### config.mk
export PLATFORM = sky130hd
export DESIGN_NAME = record_cocktail_sorter_core
export DESIGN_NICKNAME = d
export VERILOG_FILES = /design/src/design/rcs_pkg.sv /design/src/design/rcs_fifo.sv /design/src/design/rcs_front.sv /design/src/design/rcs_back.sv /design/src/design/record_cocktail_sorter_core.sv
export VERILOG_INCLUDE_DIRS = /design/src /design/src/design
export SDC_FILE = /design/constraint.sdc
export NUM_CORES = 2
export LEC_CHECK = 0
export ABC_AREA = 1
export BUFFER_PORTS_ARGS = -buffer_cell sky130_fd_sc_hd__buf_2
export CAP_MARGIN = 0
export CORE_MARGIN = 1
export CORE_UTILIZATION = 60
export CTS_CLUSTER_SIZE = 12
export DETAILED_ROUTE_END_ITERATION = 12
export PLACE_DENSITY = 0.77
export REMOVE_ABC_BUFFERS = 1
export SLEW_MARGIN = 30
export SYNTH_ARGS = -nofsm -noshare
export SYNTH_HDL_FRONTEND = slang
export SYNTH_SLANG_ARGS = --single-unit
### constraint.sdc
create_clock -name aclk -period 30.1 [get_ports aclk]
set_clock_uncertainty 0.05 [all_clocks]
set_input_delay 6.02 -clock aclk [delete_from_list [all_inputs] [get_ports aclk]]
set_output_delay 6.02 -clock aclk [all_outputs]
set_load 0.01 [all_outputs]
### src/design/assert_macros.svh
// ---------------------------------------------------------------------------
// assert_macros.svh
// Shared concurrent assertion macros for the record sorter.
// ---------------------------------------------------------------------------
`ifndef ASSERT_MACROS_SVH
`define ASSERT_MACROS_SVH

// prop must hold at every clock edge outside reset
`define ASSERT_AT(label, clk, rstn, prop, msg) \
    label: assert property (@(posedge clk) disable iff (!rstn) (prop)) else $error(msg);

// cond must never be true at a clock edge outside reset
`define ASSERT_NEVER(label, clk, rstn, cond, msg) \
    label: assert property (@(posedge clk) disable iff (!rstn) !(cond)) else $error(msg);

`endif

### src/design/rcs_pkg.sv
// ---------------------------------------------------------------------------
// rcs_pkg
// Types, constants and the record order shared by the record sorter.
// ---------------------------------------------------------------------------
package rcs_pkg;

    localparam int QDEPTH = 4;
    localparam int QPTR_W = 2;
    localparam int QCNT_W = 3;

    // packed so that name_key sits in the lowest bits
    typedef struct packed {
        logic [15:0] year;
        logic [63:0] nation_key;
        logic [63:0] name_key;
    } record_t;

    localparam int REC_W = $bits(record_t);

    typedef struct packed {
        logic    keep;
        logic    last;
        record_t rec;
    } qent_t;

    typedef struct packed {
        logic empty;
        logic full;
    } qstat_t;

    typedef enum logic [2:0] {
        ST_IDLE,
        ST_PREP,
        ST_SRD,
        ST_SEX,
        ST_SWR,
        ST_ORD,
        ST_OPUT
    } state_t;

    typedef enum logic {
        DIR_FWD,
        DIR_BWD
    } dir_t;

    // true when record a must come after record b
    function automatic logic rec_after(record_t a, record_t b);
        logic res;
        if (a.name_key != b.name_key) begin
            res = a.name_key > b.name_key;
        end else if (a.nation_key != b.nation_key) begin
            res = a.nation_key > b.nation_key;
        end else begin
            res = $signed(a.year) > $signed(b.year);
        end
        return res;
    endfunction

endpackage

### src/design/rcs_fifo.sv
// ---------------------------------------------------------------------------
// rcs_fifo
// Short queue between the classifying front end and the sort engine.
// ---------------------------------------------------------------------------
`include "assert_macros.svh"

module rcs_fifo (
    input  logic           aclk,
    input  logic           aresetn,
    input  logic           push_i,
    input  rcs_pkg::qent_t ent_i,
    input  logic           pop_i,
    output rcs_pkg::qent_t ent_o,
    output rcs_pkg::qstat_t stat_o
);
    import rcs_pkg::*;

    qent_t              mem_reg [QDEPTH];
    logic [QPTR_W-1:0]  wptr_reg, wptr_next;
    logic [QPTR_W-1:0]  rptr_reg, rptr_next;
    logic [QCNT_W-1:0]  cnt_reg, cnt_next;

    always_comb begin
        wptr_next = push_i ? wptr_reg + QPTR_W'(1) : wptr_reg;
        rptr_next = pop_i ? rptr_reg + QPTR_W'(1) : rptr_reg;
        cnt_next  = cnt_reg + QCNT_W'(push_i) - QCNT_W'(pop_i);
    end

    always_ff @(posedge aclk) begin
        if (!aresetn) begin
            wptr_reg <= '0;
            rptr_reg <= '0;
            cnt_reg  <= '0;
        end else begin
            wptr_reg <= wptr_next;
            rptr_reg <= rptr_next;
            cnt_reg  <= cnt_next;
        end
    end

    always_ff @(posedge aclk) begin
        if (push_i) begin
            mem_reg[wptr_reg] <= ent_i;
        end
    end

    assign ent_o        = mem_reg[rptr_reg];
    assign stat_o.empty = (cnt_reg == '0);
    assign stat_o.full  = (cnt_reg == QCNT_W'(QDEPTH));

    `ASSERT_NEVER(a_no_overflow, aclk, aresetn, push_i && stat_o.full, "queue push while full")
    `ASSERT_NEVER(a_no_underflow, aclk, aresetn, pop_i && stat_o.empty, "queue pop while empty")
    `ASSERT_NEVER(a_cnt_range, aclk, aresetn, cnt_reg > QCNT_W'(QDEPTH), "queue count past depth")

endmodule

### src/design/rcs_front.sv
// ---------------------------------------------------------------------------
// rcs_front
// Accept input records, tag them as stored or dropped, queue the survivors.
// ---------------------------------------------------------------------------
module rcs_front #(
    parameter int DEPTH = 16
) (
    input  logic                       aclk,
    input  logic                       aresetn,
    input  logic                       s_tvalid,
    output logic                       s_tready,
    input  logic [rcs_pkg::REC_W-1:0]  s_tdata,
    input  logic                       s_tlast,
    input  rcs_pkg::qstat_t            q_stat_i,
    output logic                       q_push_o,
    output rcs_pkg::qent_t             q_ent_o
);
    import rcs_pkg::*;

    localparam int CNT_W = $clog2(DEPTH + 1);

    logic [CNT_W-1:0] count_reg, count_next;
    logic             xfer;
    logic             keep;

    assign s_tready = !q_stat_i.full;
    assign xfer     = s_tvalid && s_tready;
    assign keep     = (count_reg < CNT_W'(DEPTH));

    // drop a record past DEPTH unless it closes the set
    assign q_push_o     = xfer && (keep || s_tlast);
    assign q_ent_o.keep = keep;
    assign q_ent_o.last = s_tlast;
    assign q_ent_o.rec  = record_t'(s_tdata);

    always_comb begin
        count_next = count_reg;
        if (xfer) begin
            if (s_tlast) begin
                count_next = '0;
            end else if (keep) begin
                count_next = count_reg + CNT_W'(1);
            end
        end
    end

    always_ff @(posedge aclk) begin
        if (!aresetn) begin
            count_reg <= '0;
        end else begin
            count_reg <= count_next;
        end
    end

endmodule

### src/design/rcs_back.sv
// ---------------------------------------------------------------------------
// rcs_back
// Record store, cocktail shaker sort sequencer and sorted output register.
// ---------------------------------------------------------------------------
`include "assert_macros.svh"

module rcs_back #(
    parameter int DEPTH = 16
) (
    input  logic                       aclk,
    input  logic                       aresetn,
    input  rcs_pkg::qent_t             q_ent_i,
    input  rcs_pkg::qstat_t            q_stat_i,
    output logic                       q_pop_o,
    output logic                       m_tvalid,
    input  logic                       m_tready,
    output logic [rcs_pkg::REC_W-1:0]  m_tdata,
    output logic                       m_tlast
);
    import rcs_pkg::*;

    localparam int CNT_W = $clog2(DEPTH + 1);
    localparam int IDX_W = $clog2(DEPTH);

    state_t            state_reg, state_next;
    logic [CNT_W-1:0]  count_reg, count_next;
    logic [IDX_W-1:0]  lo_reg, lo_next;
    logic [IDX_W-1:0]  hi_reg, hi_next;
    logic [IDX_W-1:0]  idx_reg, idx_next;
    logic [IDX_W-1:0]  oidx_reg, oidx_next;
    dir_t              dir_reg, dir_next;
    logic              first_reg, first_next;
    logic              moved_reg, moved_next;
    logic              out_valid_reg, out_valid_next;
    logic              out_last_reg, out_last_next;
    record_t           out_reg, out_next;
    record_t           carry_reg, carry_next;
    record_t           rd_data_reg;
    record_t           mem [DEPTH];

    logic              wr_en;
    logic [IDX_W-1:0]  wr_addr;
    record_t           wr_data;
    logic [IDX_W-1:0]  rd_addr;

    logic              swap;
    logic              pass_end;
    logic              round_again;
    logic              out_load;
    logic              out_final;

    assign swap = (dir_reg == DIR_FWD) ? rec_after(carry_reg, rd_data_reg)
                                       : rec_after(rd_data_reg, carry_reg);
    assign pass_end    = (dir_reg == DIR_FWD) ? (idx_reg == hi_reg) : (idx_reg == lo_reg);
    assign round_again = moved_reg &&
                         (({1'b0, lo_reg} + (IDX_W + 1)'(1)) < {1'b0, hi_reg});
    assign out_load    = !out_valid_reg || m_tready;
    assign out_final   = ((CNT_W'(oidx_reg) + CNT_W'(1)) == count_reg);

    // next state
    always_comb begin
        state_next = state_reg;
        unique case (state_reg)
            ST_IDLE: begin
                if (!q_stat_i.empty && q_ent_i.last) begin
                    state_next = ST_PREP;
                end
            end
            ST_PREP: begin
                if (count_reg == '0) begin
                    state_next = ST_IDLE;
                end else if (count_reg < CNT_W'(2)) begin
                    state_next = ST_ORD;
                end else begin
                    state_next = ST_SRD;
                end
            end
            ST_SRD: state_next = ST_SEX;
            ST_SEX: state_next = pass_end ? ST_SWR : ST_SRD;
            ST_SWR: begin
                if (dir_reg == DIR_FWD || round_again) begin
                    state_next = ST_SRD;
                end else begin
                    state_next = ST_ORD;
                end
            end
            ST_ORD: state_next = ST_OPUT;
            ST_OPUT: begin
                if (out_load) begin
                    state_next = out_final ? ST_IDLE : ST_ORD;
                end
            end
            default: state_next = ST_IDLE;
        endcase
    end

    // datapath and outputs
    always_comb begin
        count_next     = count_reg;
        lo_next        = lo_reg;
        hi_next        = hi_reg;
        idx_next       = idx_reg;
        oidx_next      = oidx_reg;
        dir_next       = dir_reg;
        first_next     = first_reg;
        moved_next     = moved_reg;
        carry_next     = carry_reg;
        out_next       = out_reg;
        out_last_next  = out_last_reg;
        out_valid_next = out_valid_reg && !m_tready;
        wr_en          = 1'b0;
        wr_addr        = idx_reg;
        wr_data        = carry_reg;
        rd_addr        = idx_reg;
        q_pop_o        = 1'b0;
        unique case (state_reg)
            ST_IDLE: begin
                if (!q_stat_i.empty) begin
                    q_pop_o = 1'b1;
                    if (q_ent_i.keep) begin
                        wr_en      = 1'b1;
                        wr_addr    = IDX_W'(count_reg);
                        wr_data    = q_ent_i.rec;
                        count_next = count_reg + CNT_W'(1);
                    end
                end
            end
            ST_PREP: begin
                lo_next    = '0;
                hi_next    = IDX_W'(count_reg - CNT_W'(1));
                idx_next   = '0;
                oidx_next  = '0;
                dir_next   = DIR_FWD;
                first_next = 1'b1;
                moved_next = 1'b0;
            end
            ST_SRD: begin
                rd_addr = idx_reg;
            end
            ST_SEX: begin
                if (first_reg) begin
                    carry_next = rd_data_reg;
                    first_next = 1'b0;
                end else begin
                    wr_en      = 1'b1;
                    wr_addr    = (dir_reg == DIR_FWD) ? idx_reg - IDX_W'(1)
                                                      : idx_reg + IDX_W'(1);
                    wr_data    = swap ? rd_data_reg : carry_reg;
                    carry_next = swap ? carry_reg : rd_data_reg;
                    if (swap) begin
                        moved_next = 1'b1;
                    end
                end
                if (!pass_end) begin
                    idx_next = (dir_reg == DIR_FWD) ? idx_reg + IDX_W'(1)
                                                    : idx_reg - IDX_W'(1);
                end
            end
            ST_SWR: begin
                wr_en   = 1'b1;
                wr_data = carry_reg;
                if (dir_reg == DIR_FWD) begin
                    wr_addr    = hi_reg;
                    hi_next    = hi_reg - IDX_W'(1);
                    idx_next   = hi_reg - IDX_W'(1);
                    dir_next   = DIR_BWD;
                    first_next = 1'b1;
                end else begin
                    wr_addr = lo_reg;
                    lo_next = lo_reg + IDX_W'(1);
                    if (round_again) begin
                        idx_next   = lo_reg + IDX_W'(1);
                        dir_next   = DIR_FWD;
                        first_next = 1'b1;
                        moved_next = 1'b0;
                    end else begin
                        oidx_next = '0;
                    end
                end
            end
            ST_ORD: begin
                rd_addr = oidx_reg;
            end
            ST_OPUT: begin
                rd_addr = oidx_reg;
                if (out_load) begin
                    out_next       = rd_data_reg;
                    out_last_next  = out_final;
                    out_valid_next = 1'b1;
                    if (out_final) begin
                        count_next = '0;
                    end else begin
                        oidx_next = oidx_reg + IDX_W'(1);
                    end
                end
            end
            default: begin
                q_pop_o = 1'b0;
            end
        endcase
    end

    always_ff @(posedge aclk) begin
        if (!aresetn) begin
            state_reg     <= ST_IDLE;
            count_reg     <= '0;
            lo_reg        <= '0;
            hi_reg        <= '0;
            idx_reg       <= '0;
            oidx_reg      <= '0;
            dir_reg       <= DIR_FWD;
            first_reg     <= 1'b0;
            moved_reg     <= 1'b0;
            out_valid_reg <= 1'b0;
            out_last_reg  <= 1'b0;
        end else begin
            state_reg     <= state_next;
            count_reg     <= count_next;
            lo_reg        <= lo_next;
            hi_reg        <= hi_next;
            idx_reg       <= idx_next;
            oidx_reg      <= oidx_next;
            dir_reg       <= dir_next;
            first_reg     <= first_next;
            moved_reg     <= moved_next;
            out_valid_reg <= out_valid_next;
            out_last_reg  <= out_last_next;
        end
    end

    always_ff @(posedge aclk) begin
        carry_reg <= carry_next;
        out_reg   <= out_next;
    end

    // record store: one write port, one registered read port
    always_ff @(posedge aclk) begin
        if (wr_en) begin
            mem[wr_addr] <= wr_data;
        end
        rd_data_reg <= mem[rd_addr];
    end

    assign m_tvalid = out_valid_reg;
    assign m_tdata  = out_reg;
    assign m_tlast  = out_last_reg;

    `ASSERT_NEVER(a_count_range, aclk, aresetn, count_reg > CNT_W'(DEPTH), "record count past depth")
    `ASSERT_AT(a_sort_window, aclk, aresetn, (state_reg == ST_SRD || state_reg == ST_SEX) |-> (idx_reg >= lo_reg && idx_reg <= hi_reg), "sort index outside pass window")
    `ASSERT_AT(a_pop_idle, aclk, aresetn, q_pop_o |-> (state_reg == ST_IDLE), "queue popped while sorting")

endmodule

### src/design/record_cocktail_sorter_core.sv
// Sorting: after the set's last record, cocktail shaker passes run over the n stored records;
//   each compare-swap reads a record in ST_SRD and writes back in ST_SEX on the store port.
// Throughput: records load one per cycle while idle; output reads each record in ST_ORD
//   and loads it in ST_OPUT, and a round of passes that makes no swap ends the sort early.
// Reset: aresetn low clears the queue, counters, sequencer and output valid; store is unset.
// ---------------------------------------------------------------------------
// record_cocktail_sorter_core
// Collects records, sorts them by name, nationality and year, streams them out.
// ---------------------------------------------------------------------------
module record_cocktail_sorter_core #(
    parameter int DEPTH = 16
) (
    input  logic                       aclk,
    input  logic                       aresetn,
    input  logic                       s_tvalid,
    output logic                       s_tready,
    input  logic [rcs_pkg::REC_W-1:0]  s_tdata,   // name_key, nation_key, year_value
    input  logic                       s_tlast,
    output logic                       m_tvalid,
    input  logic                       m_tready,
    output logic [rcs_pkg::REC_W-1:0]  m_tdata,   // out_name_key, out_nation_key, out_year
    output logic                       m_tlast
);
    import rcs_pkg::*;

    logic   q_push;
    logic   q_pop;
    qent_t  q_wr_ent;
    qent_t  q_rd_ent;
    qstat_t q_stat;

    rcs_front #(
        .DEPTH(DEPTH)
    ) u_front (
        .aclk     (aclk),
        .aresetn  (aresetn),
        .s_tvalid (s_tvalid),
        .s_tready (s_tready),
        .s_tdata  (s_tdata),
        .s_tlast  (s_tlast),
        .q_stat_i (q_stat),
        .q_push_o (q_push),
        .q_ent_o  (q_wr_ent)
    );

    rcs_fifo u_fifo (
        .aclk    (aclk),
        .aresetn (aresetn),
        .push_i  (q_push),
        .ent_i   (q_wr_ent),
        .pop_i   (q_pop),
        .ent_o   (q_rd_ent),
        .stat_o  (q_stat)
    );

    rcs_back #(
        .DEPTH(DEPTH)
    ) u_back (
        .aclk     (aclk),
        .aresetn  (aresetn),
        .q_ent_i  (q_rd_ent),
        .q_stat_i (q_stat),
        .q_pop_o  (q_pop),
        .m_tvalid (m_tvalid),
        .m_tready (m_tready),
        .m_tdata  (m_tdata),
        .m_tlast  (m_tlast)
    );

endmodule

Word-level counts from Yosys, hierarchy flattened

Memory sizes are Yosys's and may differ from the RTL's. A register that Yosys moved wholly into a read port is not among the register bits.
Index checks and enable logic that the tools add are counted.
W data, S select, Z words.

Add/sub/neg operators: 14
$lt $le $gt $ge: 9
Equality and inequality tests: 29
Mux-type cells: 74
Bitwise gates (word level): 1
Reductions and logical operators: 32

Operator list:

| kind                  | number |
|---|---|
| $mux W144             | 6 |
| $pmux W144 S2         | 1 |
| $gt A64 B64 Y1        | 4 |
| $ne A64 B64 Y1        | 4 |
| $mux W4               | 16 |
| $pmux W4 S3           | 3 |
| $gt A16 B16 Y1        | 2 |
| $mux W5               | 6 |
| $mux W1               | 25 |
| $mux W3               | 7 |
| $pmux W3 S7           | 1 |
| $pmux W4 S2           | 2 |
| $reduce_and A5 Y1     | 3 |
| $ne A2 B1 Y1 const B  | 7 |
| $ne A2 B2 Y1 const B  | 7 |
| $reduce_and A2 Y1     | 7 |
| $add A4 B1 Y4 const B | 3 |
| $eq A3 B3 Y1 const B  | 4 |
| $sub A4 B1 Y4 const B | 3 |
| $add A4 B1 Y5 const B | 2 |
| $add A5 B1 Y5 const B | 2 |
| $pmux W5 S2           | 1 |
| $pmux W1 S3           | 3 |
| $eq A4 B4 Y1          | 2 |
| 22 further kinds      | 38 |

Flip-flop bits (word level): 329
Bits in writable memories: 2,888
Word-level logic and storage cells: 182
Memories kept: 2

Memory list:

| memory         | words | bits a word | rd ports | clocked after Yosys merged registers in | write ports | RTL line       | text |
|---|---|---|---|---|---|---|---|
| u_back.mem     | 16    | 144         | 1        | 1                                       | 1           | rcs_back.sv:39 | `record_t mem [DEPTH];` |
| u_fifo.mem_reg | 4     | 146         | 1        | 1                                       | 1           | rcs_fifo.sv:18 | `qent_t mem_reg [QDEPTH];` |

Logic depth before layout (Yosys ltp)

Depth after elaboration: 7
Mapped depth: 25
Gate-level depth less buffers: 23

Hierarchy

A second synthesis with hierarchy kept.

Cell total of the unflattened synthesis: 10,446
Area, all modules: 135,094.6 µm²

By module, submodules not included:

| module    | times used | cells an instance | area each (µm²) | sequential area each (µm²) |
|---|---|---|---|---|
| rcs_back  | 1          | 8,499             | 110,289.5       | 81,298.0 |
| rcs_fifo  | 1          | 1,758             | 23,401.2        | 17,717.0 |
| rcs_front | 1          | 189               | 1,403.8         | 100.1 |

Worst setup path before layout

Ideal clock, no wire load.

Path type: input -> register
From: input s_tvalid
To: memory u_fifo.mem_reg[0][0] (netlist name) (enable)
Library setup time: 654 ps
Data arrival time: 12,654 ps
Data required time: 29,396 ps
Path slack: 16,742 ps
Stages on the path: 6
Cell sequence: nand2_1 -> inv_1 -> nand2_1 -> nand2_1 -> clkinv_1 -> nor2_1

Word-level cells in the longest chain between the ends: 4

RTL lines:

| element                       | RTL line                          | text |
|---|---|---|
| from (decl)                   | record_cocktail_sorter_core.sv:15 | `input logic s_tvalid,` |
| $logic_and A1 B1 Y1           | rcs_front.sv:27                   | `assign xfer = s_tvalid && s_tready;` |
| $logic_and A1 B1 Y1           | rcs_front.sv:31                   | `assign q_push_o = xfer && (keep \|\| s_tlast);` |
| $mux W1                       | rcs_fifo.sv:42                    | `if (push_i) begin` |
| $mux W1 (not written as such) | rcs_fifo.sv:43                    | `mem_reg[wptr_reg] <= ent_i;` |
| to (decl)                     | rcs_fifo.sv:18                    |  |

Every way passes these cells.

Final worst setup path

From: input s_tvalid
To: memory u_fifo.mem_reg[0][81] (netlist name) (enable)

The elaborated chain is that of the path after synthesis.

==> impl_results.md <==
- Min Tclk post-route: 8.35 ns
- FF-to-FF End: u_back.mem[14][31]
- Overflow after GRT: 0
- Period utilization: 27.7%
- Peak VDD IR: 0.192 mV
- Reg2Reg Setup Slack: 23.99 ns
- Placement Rows: 172
- Post-synth ARST share: 0%
- Vias per cell: 6.53
- Core area: 220000 um2
- Input/output buffers: 295
- CTS Hold Buffers Added: 0
- Final Hold Fails: 0
- Leak: 50.6 nW
- FF/Latch Area: 99100 um2
- Post-CTS Setup Repair Bufs: 0
- Root Driver: clkbuf_16
- Worst-Skew Late Latency: 0.99 ns
- CTS sink cnt: 3363
- Placed insts: 13100
- First-pass iteration count of the detailed router: 7
- Synth Register Bits: 3363
- Top Ports: 296
- Detailed-route wire length per cell: 26.8 um
- Unique cell type count in the Yosys netlist: 48
- Slew Limit Headroom: 20.7%
- Worst setup margin: 21.75 ns
- Post-layout util: 67.2%
- Initial core utilization: 60.6%
- Syn. warnings: 0
- Worst-Margin Slew: 1.18 ns
- Final setup fails: 0
- Final-report max-slew violation count: 0
- H-tree Lvls: 5
- Element type at the critical path end: flip-flop
- Pre-CTS setup slack: 20.82 ns
- Vias in the first global route: 86100
- Clock Pin Slew Worst Setup and Hold Paths: 0.06 ns
- Die span in y: 474 um
- Initial antenna violation count: 14
- Post_cts resized: 0
- WS Path Type: input pin to flip-flop
- Syn avg cell area: 12.8 um2
- Hold_sp: u_fifo.rptr_reg[1]
- Crit path launch type: input pin
- Max clock buf depth: 4
- Outcome: finished clean
- Multi-input gate area: 29700 um2
- First-pass GRT wire length: 537000 um
- CTS tree: done
- Pwr dens: 108 nW/um2
- Worst Reg-to-Reg Cells: 13
- Post-route DRC: 0
- Max Cap Viol: 0
- CP required: 30.62 ns
- Die area: 225000 um2
- RSZ-0062 raised after global routing: false
- Non-filler cells, final: 13800
- WHS Path Cells: 2
- DIE WIDTH: 474 um
- DRT Wirelength: 369000 um
- Top_reg_cell synth: edfxtp_1
- Filler instances: 14800
- Post-DP HPWL: 188000 um
- WP data arrival: 8.86 ns
- Crit path max fanout: 44
- Area Growth Syn to Fin: 10.8%
- Cells after Synth: 10400
- Antenna-violating nets left: 0
- Register area share after synthesis: 74.2%
- DRT iter0 DRCs: 14600
- Largest net degree at the start of global routing: 291
- Number of flip-flops in the largest register: 2304
- Layout cells sized above 1: 8.46%
- EDFF count, synth: 3176
- Gpl congestion: 0.878
- Fmax achieved: 120 MHz
- Routed vias: 89900
- CTS buffer count: 351
- Cell Area, Synth: 134000 um2
- Hold WC Path Type: flip-flop to flip-flop
- Final nets: 10900
- GRT Overall Usage: 32.3%
## cells in the final DEF (no fill, tap or decap), types with 181 or more instances in the layout
master        n
edfxtp_1   3176
o21ai_0    1705
nor2_1     1703
o22ai_1     713
nand2_1     652
inv_1       519
clkbuf_16   355
buf_2       295
nand3_1     213
clkbuf_1    186
dfxtp_1     185
o21ai_1     181
## through the flow
stage	hold WS, ns	TNS [ns]	total power, mW	area [um2]
finish	0.409	0	16.0	148000
global route	0.429	0	16.6	148000
CTS	0.411	0	15.8	148000
detailed placement	0.401	0	11.9	137000
floorplan	0.376	-3136.01	10.4	131000
global placement	0.387	0	11.6	137000
## worst max-delay path: stages
cell,delay [ns]
buf_2,0.08
nand2_1,0.04
inv_1,0.08
nand2_1,0.08
nand2_1,0.17
clkinv_1,0.40
nor2_4,0.19
buf_4,0.31
buf_4,0.60
buf_4,0.65
## cell type report
cell class	instances	area share, %
inverters	533	1.40
flip-flops and latches	3363	67.0
repair buffers	441	2.05
well taps	2958	2.50
diodes	3	0.00507
clock inverters	48	0.334
clock buffers	567	6.71
multi-input cells	5858	20.0
## cell usage after synthesis (5+ instances only)
cell type | number | share of area (%)
edfxtp_1 | 3176 | 71
nor2_1 | 1723 | 4.8
o21ai_0 | 1705 | 6.4
o22ai_1 | 713 | 3.3
nand2_1 | 655 | 1.8
inv_1 | 524 | 1.5
clkbuf_1 | 416 | 1.2
nand3_1 | 213 | 0.80
dfxtp_1 | 187 | 2.8
buf_2 | 183 | 0.69
o21ai_1 | 183 | 0.69
nand4_1 | 163 | 0.76
ha_1 | 162 | 1.5
o221ai_1 | 126 | 0.83
a21oi_1 | 102 | 0.38
buf_1 | 45 | 0.13
buf_4 | 28 | 0.16
o211ai_1 | 27 | 0.15
buf_6 | 16 | 0.13
nor3_1 | 16 | 0.060
xor2_1 | 11 | 0.072
xnor2_1 | 8 | 0.052
o21a_1 | 7 | 0.039
a211oi_1 | 5 | 0.028
inv_2 | 5 | 0.014
nor3b_1 | 5 | 0.028
## per-layer routing
metal  global-route usage (%)  part of all wire (%)  routed length (um)
met1                     43.6                    36              131000
met2                     49.8                    46              169000
met3                     6.53                    13               47800
met4                     17.4                   5.6               20600
met5                        0                 0.019                  71
## worst max-delay path by stage
stage | start | to | slack, ns | depth (start not counted)
6_report | s_tvalid | u_fifo.mem_reg[0][81] | 21.75 | 10
5_1_grt | s_tvalid | u_fifo.mem_reg[1][126] | 21.59 | 10
4_1_cts | s_tvalid | u_fifo.mem_reg[0][120] | 21.81 | 10
3_5_place_dp | s_tvalid | u_fifo.mem_reg[0][120] | 20.82 | 10
3_3_place_gp | s_tvalid | u_fifo.mem_reg[1][126] | 20.80 | 10
2_1_floorplan | u_back.state_reg[0] | u_back.rd_data_reg[108] | -22.06 | 11
## where the power goes
group / internal (mW) / switching (mW) / leakage, nW
clock: 2.30 / 1.71 / 5.04
sequential: 6.63 / 0.364 / 30.4
combinational: 1.16 / 3.82 / 15.2
total: 10.1 / 5.89 / 50.6
## logic make-up after synthesis
family	Yosys count	share of synthesized area (%)
flops	3363	74.2
compound gates	2883	11.9
simple gates	2792	8.44
buf+inv	1221	3.77
fa+ha+maj	163	1.53
xor+xnor	19	0.125
mux	1	0.00749
No activity file was read; power rests on OpenSTA's default activity.
